[config.mk]
export PLATFORM = sky130hd
export DESIGN_NAME = uvc_payload_packetizer_core_flat
export DESIGN_NICKNAME = d
export VERILOG_FILES = /design/src/rtl/ppk_pkg.sv /design/src/rtl/ppk_if.sv /design/src/rtl/ppk_regs.sv /design/src/rtl/ppk_front.sv /design/src/rtl/ppk_fifo.sv /design/src/rtl/ppk_back.sv /design/src/rtl/uvc_payload_packetizer_core.sv /design/src/flat_wrapper.sv
export SDC_FILE = /design/constraint.sdc
export NUM_CORES = 1
export LEC_CHECK = 0
export BUFFER_PORTS_ARGS = -buffer_cell sky130_fd_sc_hd__buf_4
export CAP_MARGIN = 20
export CELL_PAD_IN_SITES_DETAIL_PLACEMENT = 0
export CELL_PAD_IN_SITES_GLOBAL_PLACEMENT = 1
export CORE_UTILIZATION = 46
export DETAILED_ROUTE_END_ITERATION = 10
export PLACE_DENSITY_LB_ADDON = 0.1
export SYNTH_ARGS = -nofsm -noshare
export SYNTH_HDL_FRONTEND = slang
export SYNTH_SLANG_ARGS = --single-unit
[constraint.sdc]
create_clock -name clk -period 5.48 [get_ports clk]
set_clock_uncertainty 0.05 [all_clocks]
set_input_delay 1.096 -clock clk [delete_from_list [all_inputs] [get_ports clk]]
set_output_delay 1.096 -clock clk [all_outputs]
set_load 0.05 [all_outputs]
[src/rtl/ppk_pkg.sv]
// Package for the UVC payload packetizer: constants, register codes and the
// record type passed from the front end to the back end. No dependencies.
`timescale 1ns / 1ps
package ppk_pkg;

  localparam int FRAME_COUNT_BITS = 24;
  localparam int FRAME_BYTES_W    = 24;
  localparam int LIMIT_W          = 10;
  // compare width: room for frame counter plus limit without overflow
  localparam int CMP_W = ((FRAME_COUNT_BITS > FRAME_BYTES_W) ?
                          FRAME_COUNT_BITS : FRAME_BYTES_W) + 2;

  localparam logic [CMP_W-1:0] FRAME_CAP =
    {{(CMP_W-1){1'b0}}, 1'b1} << FRAME_COUNT_BITS;

  localparam logic [FRAME_BYTES_W-1:0] FRAME_BYTES_RST = 24'd320000;
  localparam logic [LIMIT_W-1:0]       PAYLOAD_LIMIT_RST = 10'd510;
  localparam logic [LIMIT_W-1:0]       LIMIT_MAX = 10'd1022;

  localparam logic [7:0] HDR_LEN_BYTE = 8'h02;

  localparam int FIFO_DEPTH = 4;
  localparam int FIFO_AW    = 2;
  localparam int FIFO_CW    = 3;

  localparam int PADDR_W = 3;
  localparam int PDATA_W = 32;

  typedef enum logic {
    REG_FRAME_BYTES   = 1'b0,
    REG_PAYLOAD_LIMIT = 1'b1
  } ppk_reg_t;

  // effective (clamped) configuration seen by the front end
  typedef struct packed {
    logic [CMP_W-1:0]   fsize;
    logic [LIMIT_W-1:0] limit;
  } ppk_cfg_t;

  // one classified input item
  typedef struct packed {
    logic       hdr;    // first byte of a packet: emit header first
    logic       eof;    // EOF flag for the info byte
    logic       fid;    // frame-ID toggle for the info byte
    logic [7:0] data;
    logic       pend;   // last byte of its packet
    logic       fend;   // last byte of its frame
  } ppk_rec_t;

endpackage

[src/rtl/ppk_if.sv]
// Stream interfaces for the packetizer: frame bytes in, packet bytes out.
// Depends on nothing.
`timescale 1ns / 1ps
interface ppk_byte_if;
  logic       valid;
  logic       ready;
  logic [7:0] data_byte;

  modport source (output valid, output data_byte, input ready);
  modport sink   (input valid, input data_byte, output ready);
endinterface

interface ppk_pkt_if;
  logic       valid;
  logic       ready;
  logic [7:0] out_byte;
  logic       is_header;
  logic       packet_last;
  logic       frame_last;

  modport source (output valid, output out_byte, output is_header,
                  output packet_last, output frame_last, input ready);
  modport sink   (input valid, input out_byte, input is_header,
                  input packet_last, input frame_last, output ready);
endinterface

[src/rtl/ppk_regs.sv]
// APB register file for the packetizer: frame size and payload limit, with
// clamping to the effective values. Depends on ppk_pkg.
`timescale 1ns / 1ps
module ppk_regs (
  input  logic                        clk,
  input  logic                        rst,
  input  logic                        psel,
  input  logic                        penable,
  input  logic                        pwrite,
  input  logic [ppk_pkg::PADDR_W-1:0] paddr,
  input  logic [ppk_pkg::PDATA_W-1:0] pwdata,
  output logic [ppk_pkg::PDATA_W-1:0] prdata,
  output logic                        pready,
  output ppk_pkg::ppk_cfg_t           cfg
);
  import ppk_pkg::*;

  logic [FRAME_BYTES_W-1:0] frame_bytes;
  logic [LIMIT_W-1:0]       payload_limit;
  logic                     wr;
  ppk_reg_t                 sel;
  logic [CMP_W-1:0]         fb_ext;

  assign pready = 1'b1;
  assign wr     = psel && penable && pwrite;
  assign sel    = ppk_reg_t'(paddr[2]);

  always_ff @(posedge clk) begin
    if (rst) begin
      frame_bytes   <= FRAME_BYTES_RST;
      payload_limit <= PAYLOAD_LIMIT_RST;
    end else if (wr) begin
      unique case (sel)
        REG_FRAME_BYTES:   frame_bytes   <= pwdata[FRAME_BYTES_W-1:0];
        REG_PAYLOAD_LIMIT: payload_limit <= pwdata[LIMIT_W-1:0];
        default: ;
      endcase
    end
  end

  always_comb begin
    unique case (sel)
      REG_FRAME_BYTES:   prdata = PDATA_W'(frame_bytes);
      REG_PAYLOAD_LIMIT: prdata = PDATA_W'(payload_limit);
      default:           prdata = '0;
    endcase
  end

  // zero acts as one; frame size capped at the counter range
  assign fb_ext = (frame_bytes == '0) ? CMP_W'(1) : CMP_W'(frame_bytes);

  always_comb begin
    cfg.fsize = (fb_ext > FRAME_CAP) ? FRAME_CAP : fb_ext;
    if (payload_limit == '0) begin
      cfg.limit = LIMIT_W'(1);
    end else if (payload_limit > LIMIT_MAX) begin
      cfg.limit = LIMIT_MAX;
    end else begin
      cfg.limit = payload_limit;
    end
  end

endmodule

[src/rtl/ppk_front.sv]
// Front end: accepts frame bytes, tracks frame/packet counters and the
// frame-ID bit, and emits one classified record per byte. Depends on ppk_pkg.
`timescale 1ns / 1ps
module ppk_front (
  input  logic              clk,
  input  logic              rst,
  input  ppk_pkg::ppk_cfg_t cfg,
  ppk_byte_if.sink          video,
  input  logic              fifo_full,
  output logic              push,
  output ppk_pkg::ppk_rec_t rec
);
  import ppk_pkg::*;

  logic [FRAME_COUNT_BITS-1:0] frame_count;
  logic [LIMIT_W-1:0]          packet_count;
  logic                        frame_toggle;

  logic [CMP_W-1:0]   fc_inc;
  logic [CMP_W-1:0]   fc_reach;
  logic [LIMIT_W-1:0] pc_inc;
  logic               fend;
  logic               pend;

  assign video.ready = !fifo_full;
  assign push        = video.valid && !fifo_full;

  assign fc_inc   = CMP_W'(frame_count) + CMP_W'(1);
  assign fc_reach = CMP_W'(frame_count) + CMP_W'(cfg.limit);
  assign pc_inc   = packet_count + LIMIT_W'(1);
  assign fend     = fc_inc >= cfg.fsize;
  assign pend     = fend || (pc_inc >= cfg.limit);

  always_comb begin
    rec.hdr  = (packet_count == '0);
    rec.eof  = fc_reach >= cfg.fsize;
    rec.fid  = frame_toggle;
    rec.data = video.data_byte;
    rec.pend = pend;
    rec.fend = fend;
  end

  always_ff @(posedge clk) begin
    if (rst) begin
      frame_count  <= '0;
      packet_count <= '0;
      frame_toggle <= 1'b0;
    end else if (push) begin
      frame_count  <= fend ? '0 : fc_inc[FRAME_COUNT_BITS-1:0];
      packet_count <= pend ? '0 : pc_inc;
      if (fend) begin
        frame_toggle <= !frame_toggle;
      end
    end
  end

endmodule

[src/rtl/ppk_fifo.sv]
// Short record queue between front and back ends.
// Depends on ppk_pkg.
`timescale 1ns / 1ps
module ppk_fifo (
  input  logic              clk,
  input  logic              rst,
  input  logic              push,
  input  ppk_pkg::ppk_rec_t wdata,
  input  logic              pop,
  output ppk_pkg::ppk_rec_t rdata,
  output logic              full,
  output logic              empty
);
  import ppk_pkg::*;

  ppk_rec_t           mem [FIFO_DEPTH];
  logic [FIFO_AW-1:0] wptr;
  logic [FIFO_AW-1:0] rptr;
  logic [FIFO_CW-1:0] count;

  assign full  = (count == FIFO_CW'(FIFO_DEPTH));
  assign empty = (count == '0);
  assign rdata = mem[rptr];

  always_ff @(posedge clk) begin
    if (push) begin
      mem[wptr] <= wdata;
    end
  end

  always_ff @(posedge clk) begin
    if (rst) begin
      wptr  <= '0;
      rptr  <= '0;
      count <= '0;
    end else begin
      if (push) wptr <= wptr + FIFO_AW'(1);
      if (pop)  rptr <= rptr + FIFO_AW'(1);
      priority case (1'b1)
        push && !pop: count <= count + FIFO_CW'(1);
        pop && !push: count <= count - FIFO_CW'(1);
        default: ;
      endcase
    end
  end

endmodule

[src/rtl/ppk_back.sv]
// Back end: expands each record into header and data bytes and holds them in
// an output register. Depends on ppk_pkg.
`timescale 1ns / 1ps
module ppk_back (
  input  logic              clk,
  input  logic              rst,
  input  ppk_pkg::ppk_rec_t rec,
  input  logic              empty,
  output logic              pop,
  ppk_pkt_if.source         bulk
);
  import ppk_pkg::*;

  typedef enum logic [2:0] {
    PH_LEN  = 3'b001,
    PH_INFO = 3'b010,
    PH_DATA = 3'b100
  } ppk_phase_t;

  ppk_phase_t phase;
  ppk_phase_t phase_next;
  logic       load;
  logic [7:0] byte_next;
  logic       hdr_next;

  logic       out_valid;
  logic [7:0] out_byte;
  logic       is_header;
  logic       packet_last;
  logic       frame_last;

  assign load = !empty && (!out_valid || bulk.ready);

  always_comb begin
    phase_next = phase;
    pop        = 1'b0;
    byte_next  = rec.data;
    hdr_next   = 1'b0;
    unique case (phase)
      PH_LEN: begin
        if (rec.hdr) begin
          byte_next  = HDR_LEN_BYTE;
          hdr_next   = 1'b1;
          phase_next = PH_INFO;
        end else begin
          pop = load;
        end
      end
      PH_INFO: begin
        byte_next  = {6'b0, rec.eof, rec.fid};
        hdr_next   = 1'b1;
        phase_next = PH_DATA;
      end
      PH_DATA: begin
        pop        = load;
        phase_next = PH_LEN;
      end
      default: phase_next = PH_LEN;
    endcase
  end

  always_ff @(posedge clk) begin
    if (rst) begin
      phase     <= PH_LEN;
      out_valid <= 1'b0;
    end else begin
      if (load) begin
        phase     <= phase_next;
        out_valid <= 1'b1;
      end else if (bulk.ready) begin
        out_valid <= 1'b0;
      end
    end
  end

  always_ff @(posedge clk) begin
    if (load) begin
      out_byte    <= byte_next;
      is_header   <= hdr_next;
      packet_last <= !hdr_next && rec.pend;
      frame_last  <= !hdr_next && rec.fend;
    end
  end

  assign bulk.valid       = out_valid;
  assign bulk.out_byte    = out_byte;
  assign bulk.is_header   = is_header;
  assign bulk.packet_last = packet_last;
  assign bulk.frame_last  = frame_last;

endmodule

[src/rtl/uvc_payload_packetizer_core.sv]
// UVC payload packetizer: top level. Ties together the APB registers, the
// classifying front end, the record queue and the byte-expanding back end.
// Depends on ppk_pkg, ppk_if, ppk_regs, ppk_front, ppk_fifo, ppk_back.
//
// Usage:
//   video : frame bytes in, valid/ready, one item per byte in frame order.
//   bulk  : packet stream out, valid/ready; each packet is a length byte
//           (0x02), an info byte (bit 0 frame ID, bit 1 EOF) and then up to
//           payload_limit data bytes. packet_last marks the final byte of a
//           packet, frame_last the final data byte of a frame.
//   APB   : register 0 frame_bytes at 0x0, register 1 payload_limit at 0x4.
//           Write only while the block is idle.
// Path: an accepted item is written into the record queue, then loaded into
//   the output register, from which its first byte shows on bulk.
// Throughput: one output byte per cycle while the queue holds an item and
//   bulk is ready, set by the single output register; each packet header
//   adds a length and an info byte ahead of its data. The four-entry record
//   queue absorbs the header bytes so input bursts rarely see ready drop.
// Reset (rst, synchronous): counters, frame ID and queue cleared, registers
//   back to 320000 and 510, no output valid.
// Receiver stall: the output item holds; the queue fills, then video.ready
//   falls until the receiver drains it. Nothing is dropped.
`timescale 1ns / 1ps
module uvc_payload_packetizer_core (
  input  logic                        clk,
  input  logic                        rst,
  input  logic                        psel,
  input  logic                        penable,
  input  logic                        pwrite,
  input  logic [ppk_pkg::PADDR_W-1:0] paddr,
  input  logic [ppk_pkg::PDATA_W-1:0] pwdata,
  output logic [ppk_pkg::PDATA_W-1:0] prdata,
  output logic                        pready,
  ppk_byte_if.sink                    video,
  ppk_pkt_if.source                   bulk
);
  import ppk_pkg::*;

  ppk_cfg_t cfg;
  ppk_rec_t rec_in;     // classified item from the front end
  ppk_rec_t rec_head;   // oldest queued item, seen by the back end
  logic     push;
  logic     pop;
  logic     full;
  logic     empty;

  ppk_regs u_regs (
    .clk     (clk),
    .rst     (rst),
    .psel    (psel),
    .penable (penable),
    .pwrite  (pwrite),
    .paddr   (paddr),
    .pwdata  (pwdata),
    .prdata  (prdata),
    .pready  (pready),
    .cfg     (cfg)
  );

  // front end: counters and classification; one item per cycle unless full
  ppk_front u_front (
    .clk       (clk),
    .rst       (rst),
    .cfg       (cfg),
    .video     (video),
    .fifo_full (full),
    .push      (push),
    .rec       (rec_in)
  );

  // decouples input acceptance from header insertion on the output
  ppk_fifo u_fifo (
    .clk   (clk),
    .rst   (rst),
    .push  (push),
    .wdata (rec_in),
    .pop   (pop),
    .rdata (rec_head),
    .full  (full),
    .empty (empty)
  );

  // back end: one output byte per cycle into output register when unstalled
  ppk_back u_back (
    .clk   (clk),
    .rst   (rst),
    .rec   (rec_head),
    .empty (empty),
    .pop   (pop),
    .bulk  (bulk)
  );

endmodule

[src/flat_wrapper.sv]
// flat-port wrapper written by rule: the top's interface ports become plain ports
module uvc_payload_packetizer_core_flat import ppk_pkg::*;
  (clk, rst, psel, penable, pwrite, paddr, pwdata, prdata, pready, video_valid, video_data_byte, video_ready, bulk_valid, bulk_out_byte, bulk_is_header, bulk_packet_last, bulk_frame_last, bulk_ready);
  ppk_byte_if video_i ();
  ppk_pkt_if bulk_i ();
  input  logic clk;
  input  logic rst;
  input  logic psel;
  input  logic penable;
  input  logic pwrite;
  input  logic [ppk_pkg::PADDR_W-1:0] paddr;
  input  logic [ppk_pkg::PDATA_W-1:0] pwdata;
  output logic [ppk_pkg::PDATA_W-1:0] prdata;
  output logic pready;
  input wire logic [$bits(video_i.valid)-1:0] video_valid;
  input wire logic [$bits(video_i.data_byte)-1:0] video_data_byte;
  output wire logic [$bits(video_i.ready)-1:0] video_ready;
  output wire logic [$bits(bulk_i.valid)-1:0] bulk_valid;
  output wire logic [$bits(bulk_i.out_byte)-1:0] bulk_out_byte;
  output wire logic [$bits(bulk_i.is_header)-1:0] bulk_is_header;
  output wire logic [$bits(bulk_i.packet_last)-1:0] bulk_packet_last;
  output wire logic [$bits(bulk_i.frame_last)-1:0] bulk_frame_last;
  input wire logic [$bits(bulk_i.ready)-1:0] bulk_ready;
  assign video_i.valid = video_valid;
  assign video_i.data_byte = video_data_byte;
  assign video_ready = video_i.ready;
  assign bulk_valid = bulk_i.valid;
  assign bulk_out_byte = bulk_i.out_byte;
  assign bulk_is_header = bulk_i.is_header;
  assign bulk_packet_last = bulk_i.packet_last;
  assign bulk_frame_last = bulk_i.frame_last;
  assign bulk_i.ready = bulk_ready;
  uvc_payload_packetizer_core u_core (.clk(clk), .rst(rst), .psel(psel), .penable(penable), .pwrite(pwrite), .paddr(paddr), .pwdata(pwdata), .prdata(prdata), .pready(pready), .video(video_i), .bulk(bulk_i));
endmodule
==> qor.log, run 1 <==
qor: floorplanning.dieHeight 139 um
qor: drt.routed_via_density 5.52
qor: synthesis.ys.warnings.count 0
qor: run.drv.max_cap_violation_count 0
qor: run_status.violations_in_the_final_reports design-rule violations
qor: pwr.vdd_drop_max 0.252 mV
qor: sta.max-slew-margin-rel 40.3%
qor: sta.layout_worst_path_cycle_share 87.6%
qor: run_status.outcome finished, violations left
qor: worst_setup_path.internal_reg_to_reg_setup_slack 0.68 ns
qor: cts.inserted_clock_buffers 17
qor: drt.detail_route.wl_per_cell 17.6 um
qor: floorplanning.io_pins 96
qor: synthesis.combinational_family_with_the_most_area_after_synthesis simple AND/OR/NAND/NOR gates
qor: pwr.power_density 346 nW/um2
qor: global_routing.grt_antenna_before_repair 0
qor: cts.postCtsHoldBufs 0
qor: synthesis.ys_ff_latch 145
qor: synthesis.compound_cell_area_share_of_the_yosys_netlist 13.3%
qor: synthesis.post_synth_inst_count 929
qor: layout.syn2layout_area_growth 14.9%
qor: synthesis.register_area_share_after_synthesis 41.1%
qor: pwr.power.internal 2.25 mW
qor: cts.cts_num_sinks 145
qor: cts.clock_latency 0.43 ns
qor: cts.cts_setup_buffers 0
qor: drt.drt_iter0_markers 473
qor: drt.total_vias_in_the_final_route 6769
qor: synthesis.share_of_synthesized_cell_area_in_and_or_nand_and_nor_gates 18.5%
qor: pwr.p_seq_share 40.1%
qor: synthesis.synth_enable_flop_cells 63
qor: synthesis.synth.distinct_cells 58
qor: synthesis.post_synthesis_mux_area_share 4.01%
qor: pwr.switching_power 1.16 mW
qor: sta.timing.fmax 208 MHz
qor: floorplanning.die_x 139 um
qor: sta.layout_min_cycle_time 4.80 ns
qor: placement.port-buffer-count 76
qor: cts.clock_tree.root_cell clkbuf_16
qor: cts.max_buffers_root_to_sink 2
qor: cts.clk_pin_slew 0.07 ns
qor: global_routing.grt_pass1_wl 34.5 mm
qor: synthesis.post_synth_fa_ha_maj_area_fraction 11.5%
qor: layout.final_design_area_no_fill 9870 um2
qor: worst_setup_path.reg2regPathDepth 20
qor: synthesis.avgSynthCellArea 9.25 um2
qor: synthesis.synth-async-reset-ratio 0%
qor: floorplanning.floorplan.core_area 18100 um2
qor: sta.hold_viol_final 0
qor: layout.fillerInstances 1675
qor: synthesis.synth-xor-area-share 5.10%
qor: pwr.power_frac_clock 34.5%
qor: drt.routed_wl 21.6 mm
qor: hold_path.worst_hold_path.endpoint u_core.u_regs.frame_bytes[1]
qor: worst_setup_path.timing.critical_path.required 5.58 ns
qor: floorplanning.design.die.area 19200 um2
qor: layout.drive_above_1_share 15.1%
qor: sta.grt_setup_unrepaired false
qor: cts.cts_tree done
qor: hold_path.min-delay-start u_core.u_regs.frame_bytes[1]
qor: worst_setup_path.crit_path_end_kind flop
qor: placement.dpl.hpwl 15.6 mm
qor: synthesis.synth-main-ff-cell dfxtp_1
qor: drt.drt_first_pass_iters 8
qor: synthesis.syn_area 8590 um2
qor: sta.final.setup.tns 0 ns
qor: sta.finalSetupViolCount 0
qor: sta.worst_slew_pin_slew 0.895 ns
qor: floorplanning.floorplan.rows 49
qor: placement.place_congestion 0.858
qor: sta.timing.final.max_slew_violations 0
qor: pwr.cellLeakagePower 3.96 nW
qor: global_routing.grt_pass1_vias 6378
qor: drt.drc 6
qor: worst_setup_path.r2r_end u_core.u_fifo.mem[0][11]
qor: worst_setup_path.worstPathMaxFanout 7
qor: layout.antenna_cells_inserted 0
qor: pwr.switching_power_share_of_the_total 34.1%
qor: placement.placed_area 9280 um2
qor: worst_setup_path.reg2reg_from u_core.u_regs.payload_limit[8]
qor: hold_path.hold_path_depth 2
qor: worst_setup_path.worstPathArrival 4.91 ns
qor: layout.utilization 54.4%
qor: global_routing.grt_remaining_overflow 0
qor: floorplanning.start_util 47.3%
qor: layout.multi_input_comb_area 4540 um2
qor: layout.ff_latch_area 3530 um2
qor: sta.final.hold.worst_slack 0.423 ns
qor: worst_setup_path.startpoint_type flop
qor: global_routing.global_route.usage.total 23.2%
qor: layout.total_nets_final 1112
qor: worst_setup_path.setup.worst_path.class flop to flop
qor: cts.cts_resized 0
qor: global_routing.grt_max_degree 75
qor: pwr.p_comb_share 25.4%
qor: hold_path.hold_path_class flop to flop
qor: drt.final_antenna_violating_net_count 0
qor: cts.cts.htree.levels 4
==> area by class of cell <==
cell class	instances	area share, %
Multi-Input combinational cell	661	46.0
Sequential cell	145	35.8
Timing Repair Buffer	87	6.62
Clock buffer	17	4.31
Tap cell	229	2.90
Inverter	72	2.74
Clock inverter	15	1.62
==> kinds of logic after synthesis <==
kind of cell | Yosys count
other | 2
buffers and inverters | 130
multiplexers | 18
adder cells (fa/ha/maj) | 78
AND/OR/NAND/NOR | 322
AO/OA/AOI/OAI | 184
XOR/XNOR | 50
flip-flops | 145
==> power groups by stage <==
stage	clock [mW]	combinational, mW	sequential [mW]
6_report	1.18	0.866	1.37
5_1_grt	1.25	0.945	1.38
4_1_cts	1.20	0.873	1.37
3_5_place_dp	0	0.871	1.39
3_3_place_gp	0	0.863	1.39
2_1_floorplan	0	0.486	1.53
==> registers in the layout, indices dropped and copies added, names as in the netlist, named ones only <==
| register | flops |
|---|---|
| u_core.u_back.bulk.is_header | 1 |
| u_core.u_front.frame_count | 24 |
| u_core.u_fifo.count | 3 |
| u_core.u_back.bulk.valid | 1 |
| u_core.u_fifo.rptr | 2 |
| u_core.u_regs.frame_bytes | 24 |
| u_core.u_back.phase | 3 |
| u_core.u_fifo.wptr | 2 |
| u_core.u_back.bulk.out_byte | 8 |
| u_core.u_front.frame_toggle | 1 |
| u_core.u_back.bulk.frame_last | 1 |
| u_core.u_regs.payload_limit | 10 |
| u_core.u_fifo.mem | 52 |
| u_core.u_back.bulk.packet_last | 1 |
| u_core.u_front.packet_count | 10 |
==> routing by layer <==
metal  vias to the layer above  GRT usage, %  wire [um]
met3                        20          4.18        951
met4                         0          6.67        284
met1                      3195          31.1      10200
li1                       3406             -          -
met5                         -             0          0
met2                       148          38.5      10200
==> placed cells by master, fill, tap and decap left out, drive strengths merged, types with 4 or more instances in the layout <==
cell type,n
a2111oi,4
a21o,9
a21oi,83
a41oi,6
and3,10
buf,87
clkbuf,17
conb,9
dfxtp,82
edfxtp,63
ha,76
inv,83
mux2i,4
mux4,13
nand2,123
nand2b,8
nand3,37
nand3b,5
nand4,20
nor2,48
nor2b,12
nor3,16
nor4,14
o211ai,18
o21ai,29
o22ai,6
o32ai,16
or2,6
or3,19
xnor2,33
xor2,17
==> metrics by stage <==
stage	cells	setup WS, ns	power (mW)
global placement	1193	0.752	2.25
detailed placement	1193	0.742	2.26
CTS	1225	0.712	3.44
finish	1226	0.677	3.41
global route	1226	0.269	3.57
floorplan	936	1.59	2.01
==> synth_stat cells (all sizes together), types with 5 or more instances <==
cell type | number | share of area [%]
nand2b | 8 | 0.58
xnor2 | 33 | 3.4
o211ai | 18 | 1.6
o22ai | 6 | 0.44
a41oi | 6 | 0.61
nand4 | 20 | 1.5
or3 | 19 | 1.4
edfxtp | 63 | 22
nor2b | 12 | 0.87
nor4 | 14 | 1.0
a21o | 9 | 0.79
nand2 | 123 | 5.4
buf | 20 | 1.6
ha | 76 | 11
mux4 | 13 | 3.4
and3 | 10 | 0.73
nor2 | 48 | 2.3
nor3 | 16 | 1.1
xor2 | 17 | 1.7
inv | 72 | 3.1
o21ai | 29 | 1.7
nand3 | 37 | 2.3
or2 | 6 | 0.44
a21oi | 83 | 4.9
nand3b | 5 | 0.44
o32ai | 16 | 1.6
dfxtp | 82 | 19
clkbuf | 38 | 1.7
==> worst max path at each step <==
stage          cells past startpoint  slack [ns]                        to                      startpoint
2_1_floorplan                     20        1.59  u_core.u_fifo.mem[0][11]  u_core.u_regs.payload_limit[1]
3_3_place_gp                      20        0.75  u_core.u_fifo.mem[0][11]  u_core.u_regs.payload_limit[5]
3_5_place_dp                      20        0.74  u_core.u_fifo.mem[0][11]  u_core.u_regs.payload_limit[3]
4_1_cts                           20        0.71  u_core.u_fifo.mem[0][11]  u_core.u_regs.payload_limit[4]
5_1_grt                           20        0.27  u_core.u_fifo.mem[0][11]  u_core.u_regs.payload_limit[3]
6_report                          20        0.68  u_core.u_fifo.mem[0][11]  u_core.u_regs.payload_limit[8]
==> worst max-delay path, cell delays in order, from the launching register on <==
cell and delay, ns:
dfxtp_1 0.48, nand4_1 0.12, o21ai_0 0.16, o21ai_0 0.15, ha_1 0.23, inv_1 0.07, fa_1 0.21, nor2b_1 0.08
o2111ai_1 0.28, a31oi_1 0.18, a21o_1 0.20, a21oi_1 0.68, nor2_1 0.11, xor2_1 0.18, ha_1 0.32, a21o_1 0.17
a21oi_1 0.14, nor3_1 0.06, o21ai_0 0.24, nand3_1 0.11, a211o_1 0.31
(Power assumes the default switching activity.)
==> inputs of run 2 (changes only) <==
--- a/config.mk
+++ b/config.mk
@@ -5,12 +5,14 @@
 export SDC_FILE = /design/constraint.sdc
 export NUM_CORES = 1
 export LEC_CHECK = 0
+export ABC_AREA = 1
 export BUFFER_PORTS_ARGS = -buffer_cell sky130_fd_sc_hd__buf_4
 export CAP_MARGIN = 20
 export CELL_PAD_IN_SITES_DETAIL_PLACEMENT = 0
 export CELL_PAD_IN_SITES_GLOBAL_PLACEMENT = 1
-export CORE_UTILIZATION = 46
+export CORE_UTILIZATION = 44
 export DETAILED_ROUTE_END_ITERATION = 10
+export GPL_ROUTABILITY_DRIVEN = 0
 export PLACE_DENSITY_LB_ADDON = 0.1
 export SYNTH_ARGS = -nofsm -noshare
 export SYNTH_HDL_FRONTEND = slang
==> qor.log, run 2 <==
qor: run_status.outcome finished clean
qor: worst_setup_path.crit_path_end_kind flop
qor: drt.total_vias_in_the_final_route 7572 [+12%]
qor: cts.cts_num_sinks 145 [unchanged]
qor: layout.antenna_cells_inserted 0 [unchanged]
qor: layout.utilization 51.9% [-2.5 points]
qor: floorplanning.floorplan.core_area 19700 um2 [+8.3%]
qor: worst_setup_path.timing.critical_path.depth 19 [-5.0%]
qor: sta.timing.fmax 223 MHz [+7.1%]
qor: layout.layout_common_cells 203 x nand2_1, 144 x inv_1, 132 x nor2_1
qor: sta.finalWorstSetupSlack 0.996 ns [+0.319 ns]
qor: cts.cts_tree done
qor: cts.clock_tree.root_cell clkbuf_16
qor: sta.timing.final.max_slew_violations 0 [unchanged]
qor: drt.routed_via_density 5.09 [-7.8%]
qor: layout.drive_above_1_share 11.0% [-4.1 points]
qor: worst_setup_path.bufs_and_invs_on_worst_path 2 [+1]
qor: worst_setup_path.startpoint_type flop
qor: drt.drt_iter0_markers 365 [-23%]
qor: hold_path.hold_path_class flop to flop
qor: sta.final.setup.tns 0 ns [unchanged]
qor: layout.fillerInstances 1990 [+19%]
qor: synthesis.ys.warnings.count 0 [unchanged]
qor: global_routing.grt_pass1_vias 6836 [+7.2%]
qor: floorplanning.dieHeight 144 um [+4.1%]
qor: pwr.switching_power_share_of_the_total 35.4% [+1.2 points]
qor: synthesis.netlist_top_cells_count 204 x nand2_1, 144 x inv_1, 132 x nor2_1
qor: cts.postCtsHoldBufs 0 [unchanged]
qor: floorplanning.design.die.area 20800 um2 [+8.4%]
qor: synthesis.post_synth_inst_count 1161 [+25%]
qor: worst_setup_path.critical-path-top-delay-family simple AND/OR/NAND/NOR gates
qor: hold_path.hold_path_depth 2 [unchanged]
qor: synthesis.yosysTopAreaCell edfxtp_1
qor: synthesis.synth_enable_flop_cells 63 [unchanged]
qor: placement.preCtsSetupSlack 1.12 ns [+0.375 ns]
qor: synthesis.syn_area 8920 um2 [+3.8%]
qor: floorplanning.io_pins 96 [unchanged]
qor: pwr.cellLeakagePower 4.67 nW [+18%]
qor: cts.max_buffers_root_to_sink 2 [unchanged]
qor: synthesis.synth-main-ff-cell dfxtp_1
qor: pwr.post-layout-total-power 3.48 mW [+2.1%]
qor: synthesis.avgSynthCellArea 7.68 um2 [-17%]
qor: placement.dpl.hpwl 16.5 mm [+5.5%]
qor: placement.placed_area 9620 um2 [+3.7%]
qor: worst_setup_path.setup.worst_path.class flop to flop
qor: worst_setup_path.worstPathMaxFanout 5 [-2]
qor: layout.final_design_area_no_fill 10200 um2 [+3.3%]
qor: cts.cts_resized 0 [unchanged]
qor: worst_setup_path.reg2regPathDepth 19 [-5.0%]
qor: global_routing.grt_remaining_overflow 0 [unchanged]
qor: layout.total_nets_final 1338 [+20%]
qor: synthesis.yosys.cell_count.top_type nand2_1
qor: sta.finalSetupViolCount 0 [unchanged]
qor: pwr.power_frac_clock 33.3% [-1.2 points]
qor: synthesis.register_area_share_after_synthesis 39.6% [-1.5 points]
qor: sta.max-slew-margin-rel 33.0% [-7.3 points]
qor: layout.syn2layout_area_growth 14.3%
qor: layout.layout_commonest_cell nand2_1
qor: pwr.p_comb_share 28.0% [+2.6 points]
qor: worst_setup_path.cpPeakStageDelay 0.54 ns [-0.14 ns]
qor: layout.registers.top_by_ff_count u_core.u_fifo.mem
qor: worst_setup_path.timing.critical_path.slowest_stage_cell o41ai_1
qor: sta.layout_min_cycle_time 4.48 ns [-0.319 ns]
qor: cts.cts.htree.levels 4 [unchanged]
qor: worst_setup_path.timing.critical_path.required 5.67 ns [+0.09 ns]
qor: floorplanning.die_x 144 um [+4.1%]
qor: layout.largest_register_ff_count 52 [unchanged]
qor: worst_setup_path.worstPathArrival 4.67 ns [-0.24 ns]
qor: placement.port-buffer-count 76 [unchanged]
qor: cts.cts_setup_buffers 0 [unchanged]
qor: drt.drc 0 [-6]
qor: synthesis.synth-async-reset-ratio 0% [unchanged]
qor: pwr.switching_power 1.23 mW [+5.8%]
qor: global_routing.grt_pass1_wl 36.1 mm [+4.7%]
qor: synthesis.synth.distinct_cells 46 [-21%]
qor: global_routing.grt_max_degree 58 [-23%]
qor: synthesis.post-synth-top-area-fraction 21.2% [-0.81 points]
qor: pwr.power.internal 2.25 mW [+0.16%]
qor: synthesis.post_synth_main_area_contributors edfxtp_1 21%, dfxtp_1 18%, ha_1 11%
qor: drt.routed_wl 22.9 mm [+6.0%]
qor: run.drv.max_cap_violation_count 0 [unchanged]
qor: layout.layout_top_registers u_core.u_fifo.mem (52), u_core.u_front.frame_count (24), u_core.u_regs.frame_bytes (24)
qor: sta.hold_viol_final 0 [unchanged]
qor: cts.clock_latency 0.42 ns [about the same]
qor: global_routing.global_route.usage.total 22.9% [-0.30 points]
qor: worst_setup_path.ordered_cell_list_for_the_critical_path inv_1, nand4_1, o41ai_1, ha_1, inv_1, fa_1, o21ai_1, nand2_1, nand2_1, a21oi_2, nor2_1, xor2_1, ha_1, nand2_1, nor2_1, nand4_1, nor4_1, nand4_1, nand3_1
qor: cts.clk_pin_slew 0.06 ns [about the same]
qor: pwr.vdd_drop_max 0.198 mV [-21%]
qor: sta.worst_slew_pin_slew 1.00 ns [+0.110 ns]
qor: drt.detail_route.wl_per_cell 15.4 um [-13%]
qor: sta.layout_worst_path_cycle_share 81.8% [-5.8 points]
qor: pwr.p_seq_share 38.8% [-1.3 points]
qor: cts.inserted_clock_buffers 17 [unchanged]
qor: synthesis.ys_ff_latch 145 [unchanged]
qor: pwr.power_density 342 nW/um2 [-1.2%]
qor: drt.final_antenna_violating_net_count 0 [unchanged]
qor: floorplanning.start_util 45.4% [-2.0 points]
qor: global_routing.grt_antenna_before_repair 0 [unchanged]
qor: drt.drt_first_pass_iters 5 [-3]
qor: floorplanning.floorplan.rows 51 [+4.1%]
qor: sta.grt_setup_unrepaired false
-- run 2: cell count changes after synthesis, moves of 9 or more --
cell and delta:
nor2b_1 -12, o32ai_1 -16, xnor2_1 -27, o211ai_1 -15
xor2_1 +14, nand4_1 +30, nand2_1 +81, inv_1 +74
or3_1 -18, o21ai_0 +59, a21oi_1 +37, nor2_1 +85
mux4_2 -13, nand3_1 +9
-- run 2: area by class of cell --
| cell class | count | area [um2] | share of cell area, % |
|---|---|---|---|
| multi-input combinational | 814 | 4570 | 44.8 |
| inverter | 149 | 559 | 5.48 |
| clock buffer | 17 | 425 | 4.17 |
| timing repair buffer | 83 | 623 | 6.11 |
| clock inverter | 14 | 154 | 1.51 |
| tap | 265 | 332 | 3.25 |
| sequential | 145 | 3530 | 34.7 |
-- run 2: through the flow --
stage | hold WS, ns | instances
after floorplan | 0.389 | 1168
after global placement | 0.422 | 1456
after detailed placement | 0.432 | 1456
after CTS | 0.441 | 1487
after global routing | 0.472 | 1487
final | 0.437 | 1487
-- run 2: power by group through the flow --
stage / Sequential, mW / Combinational (mW) / Clock (mW)
CTS: 1.35 / 0.977 / 1.18
detailed placement: 1.37 / 0.972 / 0
finish: 1.35 / 0.974 / 1.16
global placement: 1.37 / 0.966 / 0
floorplan: 1.52 / 0.537 / 0
global route: 1.37 / 1.09 / 1.23
-- run 2: worst paths after layout --
path                                       start                              to  slack (ns)
hold / removal    u_core.u_front.packet_count[8]  u_core.u_front.packet_count[8]        0.44
setup / recovery  u_core.u_regs.payload_limit[7]        u_core.u_fifo.mem[0][11]         1.0
setup reg to reg  u_core.u_regs.payload_limit[7]        u_core.u_fifo.mem[0][11]         1.0
hold reg to reg   u_core.u_front.packet_count[8]  u_core.u_front.packet_count[8]        0.44
-- run 2: cells by family after synthesis --
kind of cell / synth area share, %
XOR/XNOR: 3.63
flip-flops: 39.6
buffers and inverters: 9.53
other: 0.0842
adder cells (fa/ha/maj): 11.1
AND/OR/NAND/NOR: 22.8
AO/OA/AOI/OAI: 13.2
-- run 2: layer usage --
layer / wire (um) / vias up / track usage (%)
met5: 0 / - / 0
met4: 170 / 0 / 5.04
met3: 760 / 13 / 3.87
met2: 10800 / 129 / 37.4
met1: 11100 / 3473 / 31.7
li1: - / 3957 / -
-- run 2: tightest hold or removal path: stages (launching register included) --
cell and delay, ns:
dfxtp_1 0.32, nand2_1 0.06, a21oi_1 0.06
==> inputs of run 3 (changes only) <==
--- a/config.mk
+++ b/config.mk
@@ -5,12 +5,12 @@
 export SDC_FILE = /design/constraint.sdc
 export NUM_CORES = 1
 export LEC_CHECK = 0
-export ABC_AREA = 1
+export ABC_AREA = 0
 export BUFFER_PORTS_ARGS = -buffer_cell sky130_fd_sc_hd__buf_4
 export CAP_MARGIN = 20
 export CELL_PAD_IN_SITES_DETAIL_PLACEMENT = 0
 export CELL_PAD_IN_SITES_GLOBAL_PLACEMENT = 1
-export CORE_UTILIZATION = 44
+export CORE_UTILIZATION = 46
 export DETAILED_ROUTE_END_ITERATION = 10
 export GPL_ROUTABILITY_DRIVEN = 0
 export PLACE_DENSITY_LB_ADDON = 0.1
==> constraint.sdc (replaced) <==
create_clock -name clk -period 4.5 [get_ports clk]
set_clock_uncertainty 0.05 [all_clocks]
set_input_delay 0.9 -clock clk [delete_from_list [all_inputs] [get_ports clk]]
set_output_delay 0.9 -clock clk [all_outputs]
set_load 0.05 [all_outputs]
==> qor.log, run 3 (same netlist as run 1, synthesis figures left out) <==
qor: global_routing.grt_pass1_vias 6562 [-4.0%]
qor: global_routing.grt_max_degree 50 [-14%]
qor: cts.cts_num_sinks 145 [unchanged]
qor: global_routing.grt_pass1_wl 35.0 mm [-3.2%]
qor: drt.final_antenna_violating_net_count 0 [unchanged]
qor: placement.preCtsSetupSlack -0.0900 ns [-1.21 ns]
qor: layout.registers.top_by_ff_count u_core.u_fifo.mem
qor: sta.layout_worst_path_cycle_share 95.0% [+13 points]
qor: drt.drt_first_pass_iters 7 [+2]
qor: worst_setup_path.worstPathMaxFanout 6 [+1]
qor: layout.multi_input_comb_area 4630 um2 [+1.2%]
qor: floorplanning.floorplan.rows 49 [-3.9%]
qor: global_routing.global_route.usage.total 23.4% [+0.47 points]
qor: pwr.p_seq_share 39.1% [+0.3 points]
qor: placement.placed_cells_incl_taps 1210 [-17%]
qor: drt.total_vias_in_the_final_route 6810 [-10%]
qor: drt.detail_route.wl_per_cell 17.5 um [+14%]
qor: sta.timing.final.max_slew_violations 0 [unchanged]
qor: pwr.power_density 416 nW/um2 [+22%]
qor: worst_setup_path.crit_path_end_kind flop
qor: cts.cts_tree done
qor: layout.fillerInstances 1645 [-17%]
qor: floorplanning.dieHeight 139 um [-4.0%]
qor: drt.routed_via_density 5.47 [+7.5%]
qor: pwr.p_comb_share 25.8% [-2.2 points]
qor: layout.layout_commonest_cell nand2_1
qor: layout.antenna_cells_inserted 0 [unchanged]
qor: cts.clock_latency 0.44 ns [+0.02 ns]
qor: global_routing.grt_remaining_overflow 0 [unchanged]
qor: drt.drt_iter0_markers 412 [+13%]
qor: hold_path.hold_path_class flop to flop
qor: pwr.switching_power 1.46 mW [+18%]
qor: run.drv.max_cap_violation_count 0 [unchanged]
qor: worst_setup_path.timing.critical_path.required 4.60 ns [-1.07 ns]
qor: layout.layout_top_registers u_core.u_fifo.mem (52), u_core.u_front.frame_count (24), u_core.u_regs.frame_bytes (24)
qor: layout.total_nets_final 1130 [-16%]
qor: cts.cts.htree.levels 4 [unchanged]
qor: sta.final.setup.tns 0 ns [unchanged]
qor: sta.timing.fmax 234 MHz [+4.9%]
qor: layout.stdcell_count 1244 [-16%]
qor: cts.inserted_clock_buffers 17 [unchanged]
qor: pwr.switching_power_share_of_the_total 34.5% [-0.90 points]
qor: cts.clk_pin_slew 0.07 ns [about the same]
qor: run_status.outcome finished, violations left
qor: run_status.violations_in_the_final_reports design-rule violations
qor: layout.drive_above_1_share 17.8% [+6.8 points]
qor: floorplanning.design.die.area 19200 um2 [-7.8%]
qor: pwr.post-layout-total-power 4.22 mW [+21%]
qor: pwr.power_frac_clock 35.1% [+1.8 points]
qor: sta.finalSetupViolCount 0 [unchanged]
qor: drt.routed_wl 21.8 mm [-4.8%]
qor: sta.worst_slew_pin_slew 0.891 ns [-0.113 ns]
qor: worst_setup_path.setup.worst_path.class flop to flop
qor: floorplanning.start_util 47.3% [+2.0 points]
qor: pwr.cellLeakagePower 4.09 nW [-12%]
qor: sta.grt_setup_unrepaired false
qor: worst_setup_path.ordered_cell_list_for_the_critical_path nor4_4, a21oi_1, o21ai_2, ha_1, inv_1, fa_1, nor2b_2, o2111ai_2, a31oi_2, a21o_1, a21oi_4, nor2_2, xor2_1, ha_1, a21o_1, a21oi_1, nor3_1, o21ai_0, nand3_1, a211o_1
qor: sta.max-slew-margin-rel 40.6% [+7.6 points]
qor: worst_setup_path.cpPeakStageDelay 0.40 ns [-0.14 ns]
qor: floorplanning.floorplan.core_area 18100 um2 [-7.7%]
qor: floorplanning.io_pins 96 [unchanged]
qor: global_routing.grt_antenna_before_repair 0 [unchanged]
qor: sta.finalWorstSetupSlack 0.226 ns [-0.770 ns]
qor: drt.drc 4 [+4]
qor: worst_setup_path.startpoint_type flop
qor: layout.largest_register_ff_count 52 [unchanged]
qor: sta.layout_min_cycle_time 4.27 ns [-0.210 ns]
qor: placement.port-buffer-count 76 [unchanged]
qor: sta.hold_viol_final 0 [unchanged]
qor: worst_setup_path.timing.critical_path.slowest_stage_cell fa_1
qor: placement.dpl.hpwl 15.8 mm [-4.2%]
qor: worst_setup_path.worstPathArrival 4.38 ns [-0.29 ns]
qor: cts.max_buffers_root_to_sink 2 [unchanged]
qor: layout.syn2layout_area_growth 18.0%
qor: pwr.vdd_drop_max 0.277 mV [+40%]
qor: cts.clock_tree.root_cell clkbuf_16
qor: floorplanning.die_x 139 um [-4.0%]
qor: pwr.power.internal 2.77 mW [+23%]
qor: layout.ff_latch_area 3530 um2 [unchanged]
qor: layout.layout_common_cells 123 x nand2_1, 104 x buf_4, 82 x dfxtp_1
## run 3: changes by cell type in the layout (fill, tap and decap cells not counted), sizes merged, moves of 30 or more
cell / change
a21oi: -37
o21ai: -60
inv: -72
nand2: -87
nor2: -88
nand4: -30
## run 3: final timing paths
path	start	endpoint	slack, ns	depth (start not counted)
worst max-delay path	u_core.u_regs.payload_limit[5]	u_core.u_fifo.mem[0][11]	0.23	20
worst min-delay path	u_core.u_back.bulk.valid	u_core.u_back.bulk.valid	0.42	2
worst max register to register	u_core.u_regs.payload_limit[5]	u_core.u_fifo.mem[0][11]	0.23	20
worst min register to register	u_core.u_back.bulk.valid	u_core.u_back.bulk.valid	0.42	2
## run 3: power groups by stage
stage / registers [mW] / logic [mW] / clock network, mW
5_1_grt: 1.67 / 1.19 / 1.57
4_1_cts: 1.65 / 1.09 / 1.51
3_5_place_dp: 1.68 / 1.09 / 0
3_3_place_gp: 1.68 / 1.08 / 0
2_1_floorplan: 1.86 / 0.592 / 0
6_report: 1.65 / 1.09 / 1.48
## run 3: final cells by class
cell class | instances | area share [%]
Timing Repair Buffer | 105 | 7.90
Inverter | 72 | 2.67
Tap cell | 229 | 2.83
Multi-Input combinational cell | 661 | 45.6
Clock buffer | 17 | 4.20
Clock inverter | 15 | 1.95
Sequential cell | 145 | 34.8
## run 3: stage by stage
stage                     area, um2  utilization, %  hold slack, ns
after global routing          10100            55.9           0.440
final                         10100            55.9           0.419
after detailed placement       9420            51.9           0.413
after floorplan                8620               -           0.399
after global placement         9420            51.9           0.405
after CTS                     10000            55.4           0.422
## run 3: per-layer routing
layer	global-route usage, %	share of wire, %
met5	0	0
met2	38.7	47
met4	6.78	1.1
met1	32.0	48
met3	3.38	3.4
## run 3: repair_timing
item	4_1_cts	5_1_grt
setup buffers	0	1
gates resized for setup	2	14
setup endpoints to repair	4	7
pin swaps	0	2
hold buffers	0	0
## run 3: critical path, delay by kind of cell, from the launching register on
kind / cells / cell delay, ns
compound gates: 10 / 1.81
fa+ha+maj: 3 / 0.84
simple gates: 5 / 0.71
flops: 1 / 0.34
xor+xnor: 1 / 0.17
buf+inv: 1 / 0.05
